**config.mk**
```make
export PLATFORM = sky130hd
export DESIGN_NAME = nsd_ctrl
export DESIGN_NICKNAME = d
export VERILOG_FILES = /design/src/sv/nsd_pkg.sv /design/src/sv/nsd_ctrl.sv
export SDC_FILE = /design/constraint.sdc
export NUM_CORES = 1
export LEC_CHECK = 0
export BUFFER_PORTS_ARGS = -buffer_cell sky130_fd_sc_hd__clkbuf_2
export CAP_MARGIN = 20
export CORE_AREA = 2 2 41 43
export DETAILED_ROUTE_END_ITERATION = 10
export DIE_AREA = 0 0 43 45
export HOLD_SLACK_MARGIN = 0.08
export PLACE_DENSITY = 0.68
export SETUP_SLACK_MARGIN = 0.5
export SKIP_LAST_GASP = 1
export SYNTH_ARGS = -nofsm -noshare
export SYNTH_HDL_FRONTEND = slang
export SYNTH_SLANG_ARGS = --single-unit
```
**constraint.sdc**
```tcl
create_clock -name clk_i -period 1.4 [get_ports clk_i]
set_clock_uncertainty 0.2 [all_clocks]
set_input_delay 0.14 -clock clk_i [delete_from_list [all_inputs] [get_ports clk_i]]
set_output_delay 0.14 -clock clk_i [all_outputs]
set_load 0.05 [all_outputs]
```
**src/sv/nsd_pkg.sv**
```systemverilog
// ----------------------------------------------------------------------------
// Nearest segment distance package
// Shared constants, controller states and the command and status structs.
// ----------------------------------------------------------------------------
package nsd_pkg;

  localparam int unsigned COORD_WIDTH_DEF = 16;
  localparam int unsigned SEG_INDEX_WIDTH_DEF = 16;
  localparam int unsigned DIST_W = 33;
  localparam int unsigned OUT_SEG_W = 16;
  localparam int unsigned SHORT_W = 16;
  localparam int unsigned TOL_W = 2 * SHORT_W;
  localparam int unsigned APB_AW = 3;
  localparam int unsigned APB_DW = 32;
  localparam int unsigned OUT_TDATA_W = ((DIST_W + OUT_SEG_W + 7) / 8) * 8;
  localparam logic [DIST_W-1:0] DIST_MAX = '1;

  typedef enum logic {
    REG_SHORT_LENGTH = 1'b0
  } nsd_reg_e;

  typedef enum logic [3:0] {
    ST_IDLE,
    ST_MUL,
    ST_SUM,
    ST_PREP,
    ST_PART,
    ST_COMB,
    ST_DIV,
    ST_UPD,
    ST_EMIT
  } nsd_state_e;

  typedef struct packed {
    logic load;
    logic mul;
    logic sum;
    logic prep;
    logic part;
    logic comb;
    logic div_step;
    logic upd;
    logic emit;
  } nsd_cmd_t;

  typedef struct packed {
    logic proj;
    logic last;
    logic out_free;
  } nsd_status_t;

endpackage

```
**src/sv/nsd_ctrl.sv**
```systemverilog
// ----------------------------------------------------------------------------
// Nearest segment distance controller
// Sequences one segment through the datapath and counts divider steps.
// ----------------------------------------------------------------------------
module nsd_ctrl
  import nsd_pkg::*;
#(
  parameter int unsigned COORD_WIDTH = COORD_WIDTH_DEF
) (
  input  logic        clk_i,
  input  logic        rst_ni,
  input  logic        in_valid_i,
  output logic        in_ready_o,
  input  nsd_status_t st_i,
  output nsd_cmd_t    cmd_o
);

  localparam int unsigned Q = 2 * COORD_WIDTH + 1;
  localparam int unsigned CNTW = $clog2(Q);
  localparam logic [CNTW-1:0] CNT_LAST = CNTW'(Q - 1);

  nsd_state_e state_q, state_d;
  logic [CNTW-1:0] cnt_q, cnt_d;

  always_ff @(posedge clk_i or negedge rst_ni) begin
    if (!rst_ni) begin
      state_q <= ST_IDLE;
      cnt_q   <= '0;
    end else begin
      state_q <= state_d;
      cnt_q   <= cnt_d;
    end
  end

  always_comb begin
    state_d = state_q;
    case (state_q)
      ST_IDLE: if (in_valid_i) state_d = ST_MUL;
      ST_MUL:  state_d = ST_SUM;
      ST_SUM:  state_d = ST_PREP;
      ST_PREP: state_d = ST_PART;
      ST_PART: begin
        state_d = st_i.proj ? ST_COMB : ST_UPD;
      end
      ST_COMB: state_d = ST_DIV;
      ST_DIV:  if (cnt_q == '0) state_d = ST_UPD;
      ST_UPD: begin
        state_d = st_i.last ? ST_EMIT : ST_IDLE;
      end
      ST_EMIT: if (st_i.out_free) state_d = ST_IDLE;
      default: state_d = ST_IDLE;
    endcase
  end

  always_comb begin
    cmd_o      = '0;
    in_ready_o = 1'b0;
    cnt_d      = cnt_q;
    case (state_q)
      ST_IDLE: begin
        in_ready_o = 1'b1;
        cmd_o.load = in_valid_i;
      end
      ST_MUL:  cmd_o.mul = 1'b1;
      ST_SUM:  cmd_o.sum = 1'b1;
      ST_PREP: cmd_o.prep = 1'b1;
      ST_PART: cmd_o.part = 1'b1;
      ST_COMB: begin
        cmd_o.comb = 1'b1;
        cnt_d      = CNT_LAST;
      end
      ST_DIV: begin
        cmd_o.div_step = 1'b1;
        cnt_d          = cnt_q - 1'b1;
      end
      ST_UPD:  cmd_o.upd = 1'b1;
      ST_EMIT: cmd_o.emit = st_i.out_free;
      default: cmd_o = '0;
    endcase
  end

endmodule

```
==> key figures <==
Detailed routing
  – WL final: 1.85 mm
  – Violation count after the first detailed-route iteration: 5
  – DRC violations left: 0
  – Number of antenna-violating nets in the routed design: 0
  – Pre-antenna DRT Iters: 4
  – Average via count per standard cell: 5.32
  – Via count: 633
  – Average wire length per cell after detail routing: 15.6 µm

Setup path
  – Worst Path Buf+Inv: 1
  – Worst Reg2Reg Path Length in Cells: 6
  – Worst-path maximum fanout: 7
  – Slowest stage cell on the critical path: sky130_fd_sc_hd__dfrtp_2
  – Startpoint class of the critical path: register
  – Critical R2R Capture: cnt_q[4]$_DFFE_PN0P_
  – Register-to-Register Setup Slack: -0.22 ns
  – Worst reg2reg path startpoint: state_q[1]$_DFFE_PN0P_
  – Critical Path AT: 1.44 ns
  – Critical path start-end classification: reg -> out
  – Kind of cell adding the most delay to the critical path: simple AND/OR/NAND/NOR gates
  – Stage delay of the slowest cell on the critical path: 0.48 ns
  – Required time reported for the critical path endpoint: 1.06 ns
  – CP cell instances: nor4_4 -> and2_4 -> clkbuf_8
  – Endpoint type of the worst setup path: primary output

Global routing
  – First-pass GRT wire length: 3.14 mm
  – GR Overflow Total: 0
  – Via count of the first global-routing pass: 694
  – Antenna violations before repair: 0
  – Global-route usage over all layers: 21.9%
  – Maximum number of pins on one net before global-route repair: 11

Run status
  – Violated checks: hold timing, setup timing
  – Result of the run: finished with violations

Die
  – I/O pin cnt: 16
  – Core Area: 0.00147 mm²
  – Die W: 43 µm
  – Area of the die: 0.00194 mm²
  – Starting density of the core: 44.0%
  – Die height: 45 µm
  – Cell row count: 14

Clocking
  – Clk buf depth: 2
  – H-tree lvl count: 1
  – CTS Root Cell: sky130_fd_sc_hd__clkbuf_4
  – Number of sinks on the clock net: 10
  – Number of clock buffers inserted by TritonCTS: 3
  – Clock tree from TritonCTS: done
  – Hold-fix buffer count after cts: 1
  – Clock latency of the later-clocked register in the worst-skew pair: 0.27 ns
  – Reg clk slew, reported paths: 0.07 ns

Layout
  – Design Area, Final: 0.00126 mm²
  – Core utilization of the finished layout: 85.7%
  – Most frequent cells in the layout: 13 x sky130_fd_sc_hd__buf_4, 11 x sky130_fd_sc_hd__buf_6, 6 x sky130_fd_sc_hd__dfrtp_1
  – Most common cell after layout, fill and taps aside: sky130_fd_sc_hd__buf_4
  – Antenna diodes: 0
  – Net count reported at finish: 113
  – Area growth from synthesis to layout: 94.6%
  – Fraction of final layout cells sized beyond drive strength 1: 68.0%

Synth
  – Portion of synthesized cell area occupied by the leading cell type: 38.6%
  – Sequential cell area fraction in the yosys report: 38.6%
  – Synthesized netlist net count: 72
  – Count of cell types in the netlist: 31
  – Post-synthesis compound-gate area fraction: 13.3%
  – Top area cells in the synthesized netlist: sky130_fd_sc_hd__dfrtp_1 39%, sky130_fd_sc_hd__nand4bb_4 4.2%, sky130_fd_sc_hd__a22o_1 4.1%
  – Adder and majority cell fraction of the synthesized area: 3.86%
  – Syn Area/Cell: 10.1 µm²
  – Number of warnings printed during yosys synthesis: 0
  – Cell Area, Synth: 648 µm²
  – Portion of netlist area occupied by mux cells: 0%
  – Cell taking the most area after synthesis: sky130_fd_sc_hd__dfrtp_1
  – Xor and xnor fraction of the mapped netlist area: 6.56%
  – Largest family of logic cells by synthesized area: simple AND/OR/NAND/NOR gates
  – Cells after Synth: 64
  – Simple-gate portion of the synthesized area: 30.3%
  – Count of state elements after synthesis: 10

STA
  – Final sum of negative setup slack: -4.34 ns
  – Hold slack final: -0.146 ns
  – Worst-case headroom to the max-slew limit: 76.6%
  – RSZ-0062 raised after global routing: true
  – Slew at the pin with the worst max-slew slack: 0.348 ns
  – Maximum clock frequency: 563 MHz
  – Final setup vio count: 17
  – Post-layout min period: 1.78 ns
  – Count of endpoints failing hold in the final timing report: 2
  – Slew Limit Fails: 0
  – PnR worst setup slack: -0.377 ns
  – Final cycle utilization of the critical path: 127%

Power
  – Total Power: 3400 µW
  – Part of the total power dissipated in the clock network: 5.9%
  – Ratio of total power to cell area: 2700 mW/mm²
  – Combinational share of power: 76.7%
  – Internal power of the cells: 1870 µW
  – Fraction of power consumed by sequential logic: 17.4%
  – Switching fraction of total power: 45.2%
  – Total leakage power: 0.000557 µW
  – Worst vdd rail ir drop: 1.94 mV
  – Switching power summed over all nets: 1540 µW

Placed design
  – Total placed instance area: 936 µm²
  – Port buffer count: 15
  – Final weighted congestion in routability-driven placement: 0.796
  – HPWL after DPL: 1.23 mm
  – Worst slack after detailed placement: -0.213 ns

Hold path
  – Beginning of the worst hold path: st_i[0]
  – Capture endpoint of the worst hold path: state_q[3]$_DFFE_PN0P_
  – HP Class: in -> reg
  – Min-Delay Path Depth: 2

Job
  – Max capacitance violation total: 0
==> worst max path at each step <==
stage,endpoint,depth (start not counted),start,slack [ns]
floorplan,cmd_o[8],3,state_q[2]$_DFFE_PN0P_,-0.54
finish,cmd_o[8],3,state_q[0]$_DFFE_PN0P_,-0.38
detailed placement,cmd_o[8],3,state_q[0]$_DFFE_PN0P_,-0.21
global route,cmd_o[8],3,state_q[0]$_DFFE_PN0P_,-0.41
global placement,cmd_o[0],4,state_q[0]$_DFFE_PN0P_,-0.17
CTS,cmd_o[8],3,state_q[0]$_DFFE_PN0P_,-0.36
==> synthesized netlist by cell type <==
| cell type | number |
|---|---|
| sky130_fd_sc_hd__and3b_1 | 1 |
| sky130_fd_sc_hd__and2b_1 | 1 |
| sky130_fd_sc_hd__buf_6 | 1 |
| sky130_fd_sc_hd__nor2b_1 | 2 |
| sky130_fd_sc_hd__nand4bb_4 | 1 |
| sky130_fd_sc_hd__inv_2 | 1 |
| sky130_fd_sc_hd__nand2b_1 | 1 |
| sky130_fd_sc_hd__a311oi_1 | 1 |
| sky130_fd_sc_hd__buf_2 | 2 |
| sky130_fd_sc_hd__a31oi_1 | 2 |
| sky130_fd_sc_hd__nor4bb_4 | 1 |
| sky130_fd_sc_hd__nor2_1 | 5 |
| sky130_fd_sc_hd__and2_1 | 1 |
| sky130_fd_sc_hd__a22o_1 | 3 |
| sky130_fd_sc_hd__xnor2_1 | 1 |
| sky130_fd_sc_hd__a41oi_1 | 1 |
| sky130_fd_sc_hd__dfrtp_1 | 10 |
| sky130_fd_sc_hd__buf_4 | 1 |
| sky130_fd_sc_hd__nor3b_1 | 1 |
| sky130_fd_sc_hd__nand2_1 | 4 |
| sky130_fd_sc_hd__xor2_1 | 2 |
| sky130_fd_sc_hd__and3_1 | 1 |
| sky130_fd_sc_hd__ha_1 | 2 |
| sky130_fd_sc_hd__inv_1 | 4 |
| sky130_fd_sc_hd__o21ai_0 | 1 |
| sky130_fd_sc_hd__o2bb2ai_1 | 2 |
| sky130_fd_sc_hd__xor2_2 | 1 |
| sky130_fd_sc_hd__o211ai_1 | 1 |
| sky130_fd_sc_hd__nor3_1 | 5 |
| sky130_fd_sc_hd__nor4_1 | 2 |
| sky130_fd_sc_hd__nor4b_1 | 2 |
==> area by class of cell <==
cell class,instances,area (µm²)
Multi-Input combinational cell,45,499
Timing Repair Buffer,40,438
Sequential cell,10,255
Fill cell,73,210
Inverter,5,26.3
Clock buffer,3,22.5
Tap cell,16,20.0
==> layer usage <==
layer / GRT usage (%) / vias up / wire [µm]
li1: - / 312 / -
met1: 24.1 / 301 / 684
met2: 43.3 / 18 / 1070
met3: 4.00 / 2 / 79
met4: 5.45 / 0 / 17
met5: 0 / - / 0
==> worst register-to-register path: stages (launching register included) <==
cell,delay (ns)
sky130_fd_sc_hd__dfrtp_2,0.44
sky130_fd_sc_hd__buf_6,0.14
sky130_fd_sc_hd__buf_6,0.12
sky130_fd_sc_hd__buf_6,0.12
sky130_fd_sc_hd__xor2_4,0.15
sky130_fd_sc_hd__nand2_2,0.10
sky130_fd_sc_hd__a22o_1,0.24
==> registers in the layout, summed over array words and instances (netlist names) <==
register  flops
cnt_q         6
state_q       4
==> power by group through the flow <==
| stage | Sequential, µW | Combinational, µW | Clock [µW] |
|---|---|---|---|
| finish | 592 | 2610 | 201 |
| global route | 607 | 2780 | 218 |
| floorplan | 524 | 1380 | 0 |
| CTS | 587 | 2380 | 196 |
| global placement | 570 | 1770 | 0 |
| detailed placement | 579 | 1810 | 0 |
==> logic make-up after synthesis <==
| logic type | after synthesis |
|---|---|
| AOI/OAI and AO/OA | 11 |
| xor gates and xnor gates | 4 |
| and+or+nand+nor | 28 |
| adders and majority gates | 2 |
| DFF | 10 |
| buffers and inverters | 9 |
==> per-stage QoR <==
stage,hold slack (ns),cells
floorplan,-0.356,64
global placement,-0.178,106
detailed placement,-0.176,106
CTS,-0.138,118
global route,-0.141,119
finish,-0.146,119
==> timing repair <==
| action | CTS | global route |
|---|---|---|
| endpoints found under the hold margin | 13 | 3 |
| resized for setup | 37 | 13 |
| setup buffers | 8 | 1 |
| endpoints found under the setup margin | 20 | 20 |
| gates cloned | 0 | 0 |
| pin swaps | 5 | 4 |
No activity file was read; power rests on OpenSTA's default activity.
